==> src/hw/rtl/bounded_bag_table_top_defines.svh <==
// Assertion macros shared by the RTL. Each samples on clk and is off during reset.
`ifndef BOUNDED_BAG_TABLE_TOP_DEFINES_SVH
`define BOUNDED_BAG_TABLE_TOP_DEFINES_SVH

// Same-cycle implication.
`define BBT_ASSERT_IMP(label, ante, cons) \
	label: assert property (@(posedge clk) disable iff (!arst_n) (ante) |-> (cons)) \
		else $error("bounded_bag_table assertion failed");

// Next-cycle implication.
`define BBT_ASSERT_NXT(label, ante, cons) \
	label: assert property (@(posedge clk) disable iff (!arst_n) (ante) |=> (cons)) \
		else $error("bounded_bag_table assertion failed");

`endif

==> src/hw/rtl/bbt_pkg.sv <==
`timescale 1ns / 1ps
`default_nettype none

package bbt_pkg;

	localparam int REQ_W   = 3;
	localparam int VALUE_W = 32;
	localparam int STAT_W  = 2;
	localparam int CNT_W   = 5;
	localparam int CAP_W   = 5;

	localparam logic [REQ_W-1:0] REQ_INSERT = 3'd0;
	localparam logic [REQ_W-1:0] REQ_REMOVE = 3'd1;
	localparam logic [REQ_W-1:0] REQ_TEST   = 3'd2;
	localparam logic [REQ_W-1:0] REQ_FIRST  = 3'd3;
	localparam logic [REQ_W-1:0] REQ_NEXT   = 3'd4;

	localparam logic [STAT_W-1:0] ST_OK       = 2'd0;
	localparam logic [STAT_W-1:0] ST_FULL     = 2'd1;
	localparam logic [STAT_W-1:0] ST_NOTFOUND = 2'd2;
	localparam logic [STAT_W-1:0] ST_EMPTY    = 2'd3;

	localparam logic [CAP_W-1:0]   CAP_RESET = 5'd16;
	localparam logic [VALUE_W-1:0] DATA_FAIL = '1;

	// Result word handed from the core to the top level.
	typedef struct packed {
		logic                      done;
		logic [STAT_W-1:0]         status;
		logic signed [VALUE_W-1:0] data;
		logic [CNT_W-1:0]          count;
	} res_t;

endpackage

`default_nettype wire

==> src/hw/rtl/bbt_core.sv <==
`timescale 1ns / 1ps
`default_nettype none

`include "bounded_bag_table_top_defines.svh"

module bbt_core #(
	parameter int DEPTH = 16
) (
	input  wire logic                              clk,
	input  wire logic                              arst_n,
	input  wire logic                              start,
	input  wire logic [bbt_pkg::REQ_W-1:0]         req_type,
	input  wire logic signed [bbt_pkg::VALUE_W-1:0] value,
	input  wire logic [$clog2(DEPTH+1)-1:0]        limit,
	output logic                                   busy,
	output bbt_pkg::res_t                          res
);

	localparam int FW = $clog2(DEPTH + 1);
	localparam int AW = (DEPTH > 1) ? $clog2(DEPTH) : 1;

	typedef enum logic [2:0] {
		ST_IDLE,
		ST_SCAN,
		ST_SHIFT,
		ST_FETCH,
		ST_LOAD
	} state_t;

	state_t                          state_q;
	logic [bbt_pkg::REQ_W-1:0]       req_q;
	logic [bbt_pkg::VALUE_W-1:0]     key_q;
	logic [FW-1:0]                   fill_q;
	logic [FW-1:0]                   cursor_q;
	logic [FW-1:0]                   idx_q;
	logic                            cmp_v_s1;
	logic [FW-1:0]                   cmp_idx_s1;
	logic                            wr_v_s1;
	logic [AW-1:0]                   wr_idx_s1;
	logic                            done_q;
	logic [bbt_pkg::STAT_W-1:0]      status_q;
	logic [bbt_pkg::VALUE_W-1:0]     data_q;

	logic [bbt_pkg::VALUE_W-1:0]     mem [DEPTH];
	logic [bbt_pkg::VALUE_W-1:0]     rd_data_q;
	logic                            mem_we;
	logic [AW-1:0]                   mem_wa;
	logic [bbt_pkg::VALUE_W-1:0]     mem_wd;
	logic [AW-1:0]                   mem_ra;

	logic                            match;
	logic [FW-1:0]                   idx_inc;
	logic [FW-1:0]                   idx_dec;
	logic [FW-1:0]                   cmp_inc;

	assign idx_inc = idx_q + 1'b1;
	assign idx_dec = idx_q - 1'b1;
	assign cmp_inc = cmp_idx_s1 + 1'b1;

	// Shared comparator: key against the word read in the cycle before.
	assign match = cmp_v_s1 && (rd_data_q == key_q);

	always_comb begin
		mem_we = 1'b0;
		mem_wa = fill_q[AW-1:0];
		mem_wd = value;
		mem_ra = idx_q[AW-1:0];
		case (state_q)
			ST_IDLE: begin
				if (start && (req_type == bbt_pkg::REQ_INSERT) && (fill_q < limit)) begin
					mem_we = 1'b1;
				end
			end
			ST_SHIFT: begin
				mem_we = wr_v_s1;
				mem_wa = wr_idx_s1;
				mem_wd = rd_data_q;
			end
			default: begin
			end
		endcase
	end

	always_ff @(posedge clk) begin
		if (mem_we) begin
			mem[mem_wa] <= mem_wd;
		end
		rd_data_q <= mem[mem_ra];
	end

	always_ff @(posedge clk or negedge arst_n) begin
		if (!arst_n) begin
			state_q    <= ST_IDLE;
			req_q      <= bbt_pkg::REQ_INSERT;
			key_q      <= '0;
			fill_q     <= '0;
			cursor_q   <= '0;
			idx_q      <= '0;
			cmp_v_s1   <= 1'b0;
			cmp_idx_s1 <= '0;
			wr_v_s1    <= 1'b0;
			wr_idx_s1  <= '0;
			done_q     <= 1'b0;
			status_q   <= bbt_pkg::ST_OK;
			data_q     <= '0;
		end else begin
			done_q <= 1'b0;
			case (state_q)
				ST_IDLE: begin
					if (start) begin
						req_q    <= req_type;
						key_q    <= value;
						idx_q    <= '0;
						cmp_v_s1 <= 1'b0;
						status_q <= bbt_pkg::ST_OK;
						data_q   <= '0;
						case (req_type)
							bbt_pkg::REQ_INSERT: begin
								done_q <= 1'b1;
								if (fill_q < limit) begin
									fill_q <= fill_q + 1'b1;
								end else begin
									status_q <= bbt_pkg::ST_FULL;
								end
							end
							bbt_pkg::REQ_REMOVE, bbt_pkg::REQ_TEST: begin
								state_q <= ST_SCAN;
							end
							bbt_pkg::REQ_FIRST: begin
								if (fill_q != '0) begin
									state_q <= ST_FETCH;
								end else begin
									done_q   <= 1'b1;
									status_q <= bbt_pkg::ST_EMPTY;
								end
							end
							bbt_pkg::REQ_NEXT: begin
								if (cursor_q < fill_q) begin
									idx_q   <= cursor_q;
									state_q <= ST_FETCH;
								end else begin
									done_q   <= 1'b1;
									status_q <= bbt_pkg::ST_EMPTY;
								end
							end
							default: begin
								done_q <= 1'b1;
							end
						endcase
					end
				end
				ST_SCAN: begin
					cmp_v_s1 <= 1'b0;
					if (match) begin
						if (req_q == bbt_pkg::REQ_REMOVE) begin
							// hold the removed word, then close the gap above it
							data_q  <= rd_data_q;
							idx_q   <= cmp_inc;
							wr_v_s1 <= 1'b0;
							state_q <= ST_SHIFT;
						end else begin
							done_q  <= 1'b1;
							state_q <= ST_IDLE;
						end
					end else if (idx_q >= fill_q) begin
						done_q   <= 1'b1;
						status_q <= bbt_pkg::ST_NOTFOUND;
						data_q   <= (req_q == bbt_pkg::REQ_REMOVE) ? bbt_pkg::DATA_FAIL : '0;
						state_q  <= ST_IDLE;
					end else begin
						idx_q      <= idx_inc;
						cmp_v_s1   <= 1'b1;
						cmp_idx_s1 <= idx_q;
					end
				end
				ST_SHIFT: begin
					wr_v_s1 <= 1'b0;
					if (idx_q < fill_q) begin
						idx_q     <= idx_inc;
						wr_v_s1   <= 1'b1;
						wr_idx_s1 <= idx_dec[AW-1:0];
					end else if (!wr_v_s1) begin
						done_q  <= 1'b1;
						fill_q  <= fill_q - 1'b1;
						state_q <= ST_IDLE;
					end
				end
				ST_FETCH: begin
					state_q <= ST_LOAD;
				end
				ST_LOAD: begin
					done_q <= 1'b1;
					data_q <= rd_data_q;
					if (req_q == bbt_pkg::REQ_NEXT) begin
						cursor_q <= cursor_q + 1'b1;
					end
					state_q <= ST_IDLE;
				end
				default: begin
					state_q <= ST_IDLE;
				end
			endcase
		end
	end

	assign busy       = (state_q != ST_IDLE);
	assign res.done   = done_q;
	assign res.status = status_q;
	assign res.data   = data_q;
	assign res.count  = bbt_pkg::CNT_W'(fill_q);

	`BBT_ASSERT_IMP(a_fill_bound, 1'b1, fill_q <= FW'(DEPTH))
	`BBT_ASSERT_IMP(a_write_below_fill, mem_we && (state_q == ST_SHIFT), {1'b0, wr_idx_s1} < fill_q)
	`BBT_ASSERT_NXT(a_busy_ends_done, state_q != ST_IDLE, (state_q != ST_IDLE) || done_q)
	`BBT_ASSERT_IMP(a_fill_step, 1'b1, (fill_q == $past(fill_q)) || (fill_q == $past(fill_q) + 1'b1) || (fill_q + 1'b1 == $past(fill_q)))

endmodule

`default_nettype wire

==> src/hw/rtl/bounded_bag_table_top.sv <==
`timescale 1ns / 1ps
`default_nettype none

// Bounded bag of signed 32-bit words, kept compact in a DEPTH-entry table.
// Command channel: a request (req_type, value) is taken at a rising edge with
// start high and busy low; busy stays high until that request has finished.
// Result channel: done pulses for one cycle with status, data and count; the
// receiver cannot stall, so it must take the word in that cycle.
// Config: cfg_we writes cfg_wdata into the capacity register at any edge;
// write it only while the block is idle. The insert limit is min(capacity, DEPTH).
// Request flow:
//   insert, empty/unused requests: done in the cycle after the accept, block ready
//   again at once;
//   get first / next by cursor: FETCH then LOAD states (memory read is registered);
//   membership test: one table word through the comparator per cycle;
//   remove: scan to the match, then one shifted word per cycle; the single-port
//   table read sets the pace.
// Reset (arst_n low) empties the bag, clears the cursor and sets capacity to 16;
// table contents are not cleared and need no clearing pass.
module bounded_bag_table_top #(
	parameter int DEPTH = 16
) (
	input  wire logic                               clk,
	input  wire logic                               arst_n,
	input  wire logic                               start,
	output logic                                    busy,
	input  wire logic [bbt_pkg::REQ_W-1:0]          req_type,
	input  wire logic signed [bbt_pkg::VALUE_W-1:0] value,
	input  wire logic                               cfg_we,
	input  wire logic [bbt_pkg::CAP_W-1:0]          cfg_wdata,
	output logic                                    done,
	output logic [bbt_pkg::STAT_W-1:0]              status,
	output logic signed [bbt_pkg::VALUE_W-1:0]      data,
	output logic [bbt_pkg::CNT_W-1:0]               count
);

	localparam int FW = $clog2(DEPTH + 1);
	// common width for comparing capacity against DEPTH
	localparam int LW = (FW > bbt_pkg::CAP_W) ? FW : bbt_pkg::CAP_W;

	logic [bbt_pkg::CAP_W-1:0] cap_q;
	logic [LW-1:0]             cap_ext;
	logic [FW-1:0]             limit;
	bbt_pkg::res_t             res;

	// Hold the capacity register; written whenever cfg_we is high.
	always_ff @(posedge clk or negedge arst_n) begin
		if (!arst_n) begin
			cap_q <= bbt_pkg::CAP_RESET;
		end else if (cfg_we) begin
			cap_q <= cfg_wdata;
		end
	end

	// Saturate the insert limit at the table depth.
	assign cap_ext = LW'(cap_q);
	assign limit   = (cap_ext >= LW'(DEPTH)) ? FW'(DEPTH) : FW'(cap_ext);

	bbt_core #(
		.DEPTH (DEPTH)
	) u_core (
		.clk      (clk),
		.arst_n   (arst_n),
		.start    (start),
		.req_type (req_type),
		.value    (value),
		.limit    (limit),
		.busy     (busy),
		.res      (res)
	);

	// Drive the result word onto its ports.
	assign done   = res.done;
	assign status = res.status;
	assign data   = res.data;
	assign count  = res.count;

endmodule

`default_nettype wire
==> config.mk <==
export PLATFORM = sky130hd
export DESIGN_NAME = bounded_bag_table_top
export DESIGN_NICKNAME = d
export VERILOG_FILES = /design/src/hw/rtl/bbt_pkg.sv /design/src/hw/rtl/bbt_core.sv /design/src/hw/rtl/bounded_bag_table_top.sv
export VERILOG_INCLUDE_DIRS = /design/src /design/src/hw/rtl
export SDC_FILE = /design/constraint.sdc
export NUM_CORES = 1
export LEC_CHECK = 0
export CORE_ASPECT_RATIO = 0.8
export CORE_UTILIZATION = 55
export CTS_BUF_LIST = sky130_fd_sc_hd__clkbuf_8
export DETAILED_ROUTE_END_ITERATION = 10
export DONT_BUFFER_PORTS = 1
export GPL_TIMING_DRIVEN = 1
export PLACE_DENSITY = 0.83
export SLEW_MARGIN = 20
export SYNTH_ARGS = -nofsm -noshare
export SYNTH_HDL_FRONTEND = slang
export SYNTH_SLANG_ARGS = --single-unit
==> constraint.sdc <==
create_clock -name clk -period 3.79 [get_ports clk]
set_input_delay 0.379 -clock clk [delete_from_list [all_inputs] [get_ports clk]]
set_output_delay 0.379 -clock clk [all_outputs]
set_load 0.005 [all_outputs]
# Word-level counts from Yosys, hierarchy flattened
# Memories as Yosys holds them, arrays and structs flattened. A register that Yosys moved wholly into a read port is not among the register bits.
# Index checks and enable logic that the tools add are counted.
[word_totals] n_memories=1 output_inout_bits=41 in_bits=44 ff_bits=104 wordCells=142 ram_bits=512
[classes] n_eq_ne=27 muxes=63 n_bitwise=2 addsub=6 magnitude_cmp=5 n_reduce_logical=24
[memory_table] name="u_core.mem" words=16 word_bits=32 read_ports=1 rd_ports_with_merged_regs=1 write_ports=1 line="bbt_core.sv:44" source="logic [bbt_pkg::VALUE_W-1:0] mem [DEPTH];"
[op_table] cell="$mux 32" n=6
[op_table] cell="$pmux 32 s3" n=1
[op_table] cell="$mux 5" n=13
[op_table] cell="$eq 32x32->1" n=1
[op_table] cell="$mux 3" n=7
[op_table] cell="$add 5x1->5 const B" n=4
[op_table] cell="$mux 1" n=18
[op_table] cell="$lt 5x5->1" n=3
[op_table] cell="$pmux 5 s3" n=1
[op_table] cell="$eq 3x2->1 const B" n=4
[op_table] cell="$mux 2" n=6
[op_table] cell="$ne 2x1->1 const B" n=6
[op_table] cell="$pmux 3 s4" n=1
[op_table] cell="$pmux 5 s2" n=1
[op_table] cell="$eq 3x1->1 const B" n=3
[op_table] cell="$eq 3x3->1 const B" n=3
[op_table] cell="$ne 3x2->1 const B" n=3
[op_table] cell="$pmux 3 s3" n=1
[op_table] cell="$reduce_bool 3->1" n=3
[op_table] cell="$ne 2x2->1 const B" n=4
[op_table] cell="$reduce_and 2->1" n=4
[op_table] cell="$reduce_and 4->1" n=2
[op_table] cell="$reduce_and 7->1" n=1
[op_table] cell="$logic_not 3->1" n=2
[op_table] cell="other kinds (21)" n=29

# Logic depth before layout (Yosys ltp)
# Gate-level depths: netlist (run 1).
[logic_depth] ltp_word=8 depth_mapped=11 mapped_depth_nobuf=9

# Cells and area by module
# Synthesis (run 1) repeated with hierarchy kept, for this count alone.
[unflattened] cells_unflattened=1463 hier_area_um2=25787.2
[modules_own_cells] mod="bbt_core" seq_area_each_um2=18492.7 n_inst=1 area_each_um2=25575.8 cells_per_inst=1448
[modules_own_cells] mod="bounded_bag_table_top" seq_area_each_um2=126.4 n_inst=1 area_each_um2=211.5 cells_per_inst=15

# Least setup slack after synthesis (run 1)
# No wires, ideal clock.
[synth_timing] kind="flip-flop to flip-flop" from="reg u_core.fill_q[0]" to="mem u_core.mem[10][0] in the netlist's numbering (enable)" path_slack_ns=0.043 path_stages_with_launch=9 t_arrival_ns=3.326 setup_time_ns=0.421 path_cell_list="dfrtp_1 > clkbuf_1 > or3b_2 > a21oi_1 > o21ai_0 > a21oi_1 > a21oi_1 > or2_2 > nor2_1"
[synth_via] elab_chain_len=6 elab_cells_between_ends=7 cone_classes="order compare: 1; mux: 5; reduce/logical: 1"
[synth_rtl] element="start: declaration" line="bbt_core.sv:33" source="logic [FW-1:0] fill_q;"
[synth_rtl] element="start signal: assignment" line="bbt_core.sv:121" source="fill_q <= fill_q + 1'b1;"
[synth_rtl] element="start signal: assignment" line="bbt_core.sv:184" source="fill_q <= fill_q - 1'b1;"
[synth_rtl] element="$lt 5x5->1" line="bbt_core.sv:70" source="if (start && (req_type == bbt_pkg::REQ_INSERT) && (fill_q < limit)) begin"
[synth_rtl] element="$logic_and 1x1->1" line="bbt_core.sv:70"
[synth_rtl] element="$mux 1" line="bbt_core.sv:70"
[synth_rtl] element="$pmux 1 s2" line="bbt_core.sv:68" source="case (state_q)"
[synth_rtl] element="$mux 1" line="bbt_core.sv:85" source="if (mem_we) begin"
[synth_rtl] element="$mux 1 (implied by the code)" line="bbt_core.sv:86" source="mem[mem_wa] <= mem_wd;"
[synth_rtl] element="end: declaration" line="bbt_core.sv:44"
# Several ways; a longest one is shown, not always the timed one.

# Worst setup path after layout (run 1)
[layout_timing] from="reg u_core.key_q[20] in the netlist's numbering" to="reg u_core.data_q[26] in the netlist's numbering"
[layout_via] elab_chain_len=4 elab_cells_between_ends=7 cone_classes="eq/ne: 3; mux: 2; reduce/logical: 2"
[layout_rtl] element="start: declaration" line="bbt_core.sv:32" source="logic [bbt_pkg::VALUE_W-1:0] key_q;"
[layout_rtl] element="start signal: assignment" line="bbt_core.sv:112" source="key_q <= value;"
[layout_rtl] element="$eq 32x32->1 *" line="bbt_core.sv:61" source="assign match = cmp_v_s1 && (rd_data_q == key_q);"
[layout_rtl] element="$logic_and 1x1->1 *" line="bbt_core.sv:61"
[layout_rtl] element="$ne 3x3->1 (no source line), or another cell as far along"
[layout_rtl] element="$reduce_and 4->1 (no source line) or $pmux 32 s3 (tied branches)"
[layout_rtl] element="end signal: assignment" line="bbt_core.sv:157" source="data_q <= rd_data_q;"
[layout_rtl] element="end signal: assignment" line="bbt_core.sv:168" source="data_q <= (req_q == bbt_pkg::REQ_REMOVE) ? bbt_pkg::DATA_FAIL : '0;"
[layout_rtl] element="end signal: assignment" line="bbt_core.sv:193" source="data_q <= rd_data_q;"
[layout_rtl] element="end: declaration" line="bbt_core.sv:42" source="logic [bbt_pkg::VALUE_W-1:0] data_q;"
# Mark *: on every way between the ends. The rest lies on a longest branch, timed or not.
# A chain may end at the register's enable or synchronous reset.

==> results by group, run 1 <==
Timing
  • Setup-failing EPs final: 0
  • Clk_skew: 0.0574 ns
  • Final Cycle Share: 87.7%
  • Setup TNS: 0 ns
  • Relative slew slack: 19.6%
  • Min Tclk post-route: 3.32 ns
  • Slew @ Worst Pin: 1.20 ns
  • Hold violation count in the final report: 0
  • Fmax: 301 MHz
  • Final slew viol count: 0
  • RSZ-0062 raised after global routing: false

Detailed routing
  • Vias: 14300
  • Drt initial violations: 1903
  • Vias per cell: 6.32
  • Wire per inst: 27.9 um
  • DR pass1 iterations: 6
  • Post-route DRC: 0
  • Antenna Nets Post-Route: 0
  • Drt total wl: 62.9 mm

GRT
  • GRT overflow: 0
  • Met1 usage: 37.5%
  • Largest net degree at the start of global routing: 105
  • Initial antenna violation count: 1
  • Total Routing Usage GR: 27.0%
  • Vias in the first global route: 14500
  • GRT busiest layer: met2
  • Met2 usage: 40.3%
  • Met3 Track Usage GR: 10.0%
  • First-pass GRT wire length: 93.8 mm

Worst hold path
  • Hold Crit Class: primary input to flip-flop

Logic synthesis
  • Yosys reg bits: 648
  • Distinct cells, synth: 63
  • YS warnings: 0
  • Main area contributors after synthesis: edfxtp_1 (59%), mux4_2 (14%), dfrtp_1 (10%), nand2_1 (3.7%), dfxtp_1 (2.5%)
  • Area share of the largest cell type after synthesis: 59.4%
  • Register area share after synthesis: 71.9%
  • Syn Area/Cell: 18.0 um2
  • Syn_nets: 1504
  • Mapped cell area: 0.0259 mm2
  • Synth Flop Type: edfxtp_1
  • Post-synth EDFFs: 512
  • FFs w/ async S/R, synth: 16.0%
  • Dominant cell type by area after synthesis: edfxtp_1
  • Mapped Cells: 1439

Final layout
  • Fin cells: 2253
  • Final net count: 1621
  • Area grow syn2layout: 13.0%
  • Sequential cell area: 0.0186 mm2
  • Number of fill cells: 3078
  • Multi-input logic area: 0.00704 mm2
  • Layout cells sized above 1: 25.1%

Critical path
  • Critical-path top delay cell: o311a_4
  • CP peak stage delay: 0.63 ns
  • Worst Setup Path Type: flip-flop to flip-flop
  • Worst R2R Start: u_core.key_q[20]$_DFFE_PN0P_
  • Critical Path End: u_core.data_q[26]$_DFFE_PN0P_
  • Critical Path Start: u_core.key_q[20]$_DFFE_PN0P_
  • Crit-path max FO: 32
  • Crit-path cells: xor2_1 > nor4_1 > nand4_1 > or3_1 > nand3_1 > buf_4 > o311a_4 > a2bb2oi_1
  • Worst Path Required: 4.37 ns
  • Worst R2R Path Depth: 8
  • Arr. time, crit path: 3.91 ns
  • Type of origin of the critical path: flip-flop
  • Nature of the critical path endpoint: flip-flop
  • Reg-to-Reg End: u_core.data_q[26]$_DFFE_PN0P_
  • FF-to-FF setup slack: 0.47 ns

Floorplanning
  • Core Area: 0.0461 mm2
  • Die X: 245 um
  • DIE AREA: 0.0480 mm2
  • Die height: 196 um
  • Row cnt: 70
  • Starting Density: 56.2%
  • # IOs: 85

Clock network
  • CTS Buffer Depth: 3
  • Worst-skew pair later-pin latency: 0.71 ns
  • TritonCTS Buffers: 94
  • Post-CTS Setup Repair Bufs: 0
  • CTS tree: built
  • CTS root buf: clkbuf_8
  • Clk slew on worst S/H paths: 0.07 ns
  • H-tree depth: 3
  • CTS Sinks: 648

Power and ir drop
  • P_int: 13.9 mW
  • Leakage: 10.2 nW
  • Sw Share: 31.8%
  • P_sw: 6.45 mW
  • Peak supply drop: 441 uV
  • Power, Total: 20.3 mW
  • Clock share of power: 26.9%
  • Flop pwr share: 47.6%
  • Combinational share of power: 25.5%
  • Power Density: 694 mW/mm2

Placed design
  • DP Wirelength: 35.9 mm
  • Input/output buffers: 0
  • Placed insts: 2028
  • Gpl congestion: 0.891

Job
  • Total of max-cap violations: 0

Run status
  • Run status: finished clean
-- area by class of cell --
type | count | share of cell area (%)
inverter | 18 | 0.231
clock buffer | 111 | 5.22
sequential | 648 | 63.7
multi-input combinational | 702 | 24.0
tap | 612 | 2.62
antenna | 5 | 0.0428
timing repair buffer | 92 | 3.01
clock inverter | 65 | 1.17
-- registers in the layout, summed over array words and instances, names as in the netlist, 2 cells and up --
| register | count |
|---|---|
| u_core.cursor_q | 5 |
| u_core.cmp_idx_s1 | 5 |
| u_core.mem | 512 |
| u_core.key_q | 32 |
| u_core.idx_q | 5 |
| cap_ext | 5 |
| u_core.wr_idx_s1 | 4 |
| u_core.rd_data_q | 32 |
| u_core.status_q | 2 |
| u_core.fill_q | 5 |
| u_core.state_q | 3 |
| u_core.data_q | 32 |
| u_core.req_q | 3 |
-- Yosys cell counts (3+ instances only) --
library cell  count
a21o_1            4
a21oi_1          13
a221o_1           3
a221oi_1          4
a22oi_1           3
a2bb2oi_2        30
a31oi_1           5
and2_1            4
buf_1            16
buf_6             6
clkbuf_1         47
dfrtp_1         103
dfxtp_1          32
edfxtp_1        512
ha_1             20
inv_1            17
mux2_2            8
mux2i_1           3
mux4_2          160
nand2_1         258
nand2b_1          5
nand3_1           9
nand4_1           7
nor2_1           36
nor3_1           13
nor4_1            6
o211ai_1          4
o21ai_0          17
o31ai_1           3
or2_2             3
or3_1             3
xnor2_1          22
xor2_1           24
-- critical path: cells and delay by family, from the launching register on --
kind            cells  cell delay, ns
simple gates        4            1.59
compound gates      2            0.83
buf+inv             1            0.21
xor+xnor            1            0.18
flops               1            0.40
-- stage by stage --
stage	utilization, %	hold WS (ns)	setup slack (ns)	area [um2]
after detailed placement	58.4	0.0857	0.586	26900
after global placement	58.4	0.0854	0.710	26900
after floorplan	-	0.0834	0.0431	25900
after global routing	63.5	0.105	0.312	29300
after CTS	63.5	0.0438	0.560	29200
final	63.5	0.0976	0.466	29300
-- layout by cell type, fill, tap and decap left out, types with 5 or more instances in the layout --
cell type      instances
edfxtp_1             512
nand2_1              257
mux4_2               160
clkbuf_8             111
dfrtp_1               99
inv_1                 58
dlygate4sd3_1         43
buf_4                 43
dfxtp_1               32
a2bb2oi_2             30
xor2_1                24
xnor2_1               22
nor2_1                20
ha_1                  20
o21ai_0               17
nor2_4                16
nor3_1                13
a21oi_1               13
clkinv_2              10
nand3_1                9
mux2_2                 8
clkinv_1               8
nand4_1                7
nor4_1                 6
diode_2                5
nand2b_1               5
buf_12                 5
-- worst min-delay path by stage --
| stage | from | endpoint | depth (start not counted) |
|---|---|---|---|
| floorplan | arst_n | cap_ext[0]$_DFFE_PN0P_ | 0 |
| global placement | arst_n | u_core.cursor_q[4]$_DFFE_PN0P_ | 0 |
| detailed placement | arst_n | u_core.done_q$_DFF_PN0_ | 0 |
| CTS | req_type[2] | u_core.status_q[1]$_DFFE_PN0P_ | 3 |
| global route | req_type[2] | u_core.status_q[1]$_DFFE_PN0P_ | 3 |
| finish | req_type[2] | u_core.status_q[1]$_DFFE_PN0P_ | 3 |
-- power by group through the flow --
stage | registers (mW) | clock network [mW] | logic (mW)
floorplan | 9.36 | 0 | 3.85
global route | 9.72 | 5.83 | 5.53
global placement | 9.72 | 0 | 4.88
detailed placement | 9.76 | 0 | 5.04
finish | 9.66 | 5.46 | 5.18
CTS | 9.62 | 5.54 | 5.14
-- cells by family after synthesis --
family                     Yosys count  synth area share (%)
AOI/OAI and AO/OA                  104                  3.80
DFF                                648                  71.9
buffers and inverters               89                  1.47
xor gates and xnor gates            46                  1.56
and+or+nand+nor                    360                  5.86
adders and majority gates           21                  1.04
muxes                              171                  14.4
-- timing repair --
item | in CTS | in global routing
endpoints found under the hold margin | 147 | 0
gates resized for setup | 0 | 0
hold buffers | 44 | 0
-- layer usage --
layer | vias to the layer above | wire [um]
met5 | - | 0
met4 | 0 | 1530
met3 | 129 | 8290
met2 | 891 | 28900
met1 | 7364 | 24200
li1 | 5866 | -
Power figures use the tool's default switching activity.
==> inputs of run 2 (changes only) <==
--- a/config.mk
+++ b/config.mk
@@ -13,3 +13,3 @@
 export DONT_BUFFER_PORTS = 1
-export GPL_TIMING_DRIVEN = 1
+export HOLD_SLACK_MARGIN = 0.12
 export PLACE_DENSITY = 0.83
==> constraint.sdc (replaced) <==
create_clock -name clk -period 3.79 [get_ports clk]
set_input_delay 1.137 -clock clk [delete_from_list [all_inputs] [get_ports clk]]
set_output_delay 1.137 -clock clk [all_outputs]
set_load 0.005 [all_outputs]
==> run 2 against run 1 <==
Effect of this change: fmax fell by 5.0%; clock skew grew 0.0031 ns; register-to-register slack lost 0.18 ns; via count down 2.5%; sequential share of layout area up 0.91 points; global-route usage decreased by 1.3 points; clock power fell by 1%; non-clock buffer count shrank 42; combinational power is 1% higher; flip-flop and latch count stayed put; first-iteration DRC count fell by 0.32%; critical path type unchanged.
==> results by group, run 2 (synthesis results as in run 1) <==
Power and ir drop
  • Leakage: 9.97 nW (was 10.2 nW)
  • Peak supply drop: 434 uV (was 441 uV)
  • Power Density: 701 mW/mm2 (was 694 mW/mm2)

Clock network
  • CTS Buffer Depth: 3 (unchanged)
  • CTS Sinks: 648 (unchanged)
  • Post-CTS Resized: 0 (unchanged)
  • Clk slew on worst S/H paths: 0.07 ns (about the same)
  • H-tree depth: 3 (unchanged)
  • CTS root buf: clkbuf_8 (unchanged)
  • Worst-skew pair later-pin latency: 0.70 ns (was 0.71 ns)
  • CTS tree: built (unchanged)
  • TritonCTS Buffers: 95 (was 94)

Final layout
  • Area grow syn2layout: 11.4% (was 13.0%)
  • Post-Layout Inst Area: 0.0289 mm2 (was 0.0293 mm2)
  • Final net count: 1580 (was 1621)
  • Most flop-heavy register: u_core.mem (unchanged)
  • Max reg flops: 512 (unchanged)
  • Number of fill cells: 3076 (was 3078)
  • Most frequent cells in the layout: edfxtp_1 (512), nand2_1 (256), mux4_2 (160), clkbuf_8 (113), dfrtp_1 (99) (was edfxtp_1 (512), nand2_1 (257), mux4_2 (160), clkbuf_8 (111), dfrtp_1 (99))
  • Layout cells sized above 1: 25.8% (was 25.1%)
  • Commonest non-fill, non-tap cell in the layout: edfxtp_1 (unchanged)

Timing
  • RSZ-0062 raised after global routing: false (unchanged)
  • Fmax: 286 MHz (was 301 MHz)
  • Final hold slack: 0.175 ns (was 0.0976 ns)
  • Hold violation count in the final report: 0 (unchanged)
  • Final Cycle Share: 92.3% (was 87.7%)
  • Slew @ Worst Pin: 1.13 ns (was 1.20 ns)
  • Setup-failing EPs final: 0 (unchanged)
  • Clk_skew: 0.0605 ns (was 0.0574 ns)
  • Setup TNS: 0 ns (unchanged)
  • Relative slew slack: 24.0% (was 19.6%)
  • Min Tclk post-route: 3.50 ns (was 3.32 ns)
  • Final slew viol count: 0 (unchanged)

Floorplanning
  • # IOs: 85 (unchanged)
  • Row cnt: 70 (unchanged)
  • Die height: 196 um (unchanged)
  • Starting Density: 56.2% (unchanged)
  • DIE AREA: 0.0480 mm2 (unchanged)
  • Die X: 245 um (unchanged)
  • Core Area: 0.0461 mm2 (unchanged)

Critical path
  • Worst Setup Path Type: flip-flop to flip-flop (unchanged)
  • Nature of the critical path endpoint: flip-flop (unchanged)
  • Crit-path max FO: 32 (unchanged)
  • Type of origin of the critical path: flip-flop (unchanged)
  • Arr. time, crit path: 4.11 ns (was 3.91 ns)
  • Critical-path top delay cell: nor4_1 (was o311a_4)
  • CP peak stage delay: 0.71 ns (was 0.63 ns)
  • Crit-path cells: xor2_1 > nor4_1 > nand4_1 > or3_1 > a311oi_4 > buf_4 > nand2_1 > a2bb2oi_2 (was xor2_1 > nor4_1 > nand4_1 > or3_1 > nand3_1 > buf_4 > o311a_4 > a2bb2oi_1)
  • Worst Path Required: 4.40 ns (was 4.37 ns)

Detailed routing
  • Antenna Nets Post-Route: 0 (unchanged)
  • Wire per inst: 27.2 um (was 27.9 um)
  • Vias: 13900 (was 14300)
  • DR pass1 iterations: 5 (was 6)
  • Post-route DRC: 0 (unchanged)
  • Drt initial violations: 1897 (was 1903)
  • Drt total wl: 60.0 mm (was 62.9 mm)
  • Vias per cell: 6.29 (was 6.32)

GRT
  • Largest net degree at the start of global routing: 134 (was 105)
  • Total Routing Usage GR: 25.7% (was 27.0%)
  • First-pass GRT wire length: 89.3 mm (was 93.8 mm)
  • GRT overflow: 0 (unchanged)
  • Initial antenna violation count: 0 (was 1)
  • Vias in the first global route: 14100 (was 14500)

Placed design
  • Placed Area: 0.0270 mm2 (was 0.0269 mm2)
  • DP Wirelength: 35.9 mm (about the same)
  • Input/output buffers: 0 (unchanged)
  • Gpl congestion: 0.892 (was 0.891)

Run status
  • Run status: finished clean (unchanged)

Job
  • Total of max-cap violations: 0 (unchanged)

Worst hold path
  • Hold Crit Class: primary input to async pin (was primary input to flip-flop)
[run 2: cell type report]
class | instances | area (um2) | share of cell area, %
Tap cell | 612 | 766 | 2.65
Multi-Input combinational cell | 702 | 7030 | 24.4
Timing Repair Buffer | 50 | 495 | 1.72
Inverter | 18 | 67.6 | 0.234
Clock buffer | 113 | 1560 | 5.39
Sequential cell | 648 | 18600 | 64.6
Clock inverter | 61 | 300 | 1.04
Antenna cell | 4 | 10.0 | 0.0347
[run 2: worst max-delay path, delay by kind of cell, from the launching register on]
kind	cells	cell delay [ns]
simple gates	4	1.94
buf+inv	1	0.42
compound gates	2	0.40
xor+xnor	1	0.12
flops	1	0.48
[run 2: per-layer routing]
layer,GRT usage (%),up-vias,share of wire [%]
met5,0,-,0
met4,8.66,0,2.7
met3,8.97,128,12
met2,39.3,807,47
met1,34.7,7174,39
li1,-,5788,-
[run 2: final timing paths]
kind / startpoint / to / slack, ns / cells after the start
hold reg to reg: u_core.rd_data_q[10]$_DFF_P_ / u_core.data_q[10]$_DFFE_PN0P_ / 0.48 / 2
hold / removal: arst_n / u_core.key_q[30]$_DFFE_PN0P_ / 0.18 / 0
min in group clk: u_core.rd_data_q[10]$_DFF_P_ / u_core.data_q[10]$_DFFE_PN0P_ / 0.48 / 2
max in group asynchronous: arst_n / u_core.key_q[10]$_DFFE_PN0P_ / 3.10 / 1
setup / recovery: u_core.rd_data_q[31]$_DFF_P_ / u_core.data_q[12]$_DFFE_PN0P_ / 0.29 / 8
setup reg to reg: u_core.rd_data_q[31]$_DFF_P_ / u_core.data_q[12]$_DFFE_PN0P_ / 0.29 / 8
[run 2: power by group]
part | internal (mW) | total (mW) | switching [mW]
clock network | 2.78 | 5.40 | 2.62
registers | 8.78 | 9.58 | 0.803
logic | 2.25 | 5.24 | 3.00
total | 13.8 | 20.2 | 6.42
[run 2: what timing repair did]
item	CTS	global route
setup endpoints to repair	0	0
hold endpoints to repair	65	0
hold buffers	1	0
setup buffers	0	0
[run 2: per-stage QoR]
stage / setup WS, ns / util [%] / power (mW) / std cells
final: 0.290 / 62.6 / 20.2 / 2208
after global placement: 0.337 / 58.5 / 14.7 / 2029
after CTS: 0.395 / 62.6 / 20.3 / 2204
after global routing: 0.229 / 62.6 / 21.1 / 2204
after detailed placement: 0.298 / 58.5 / 14.9 / 2029
after floorplan: -0.0758 / - / 13.2 / 1439
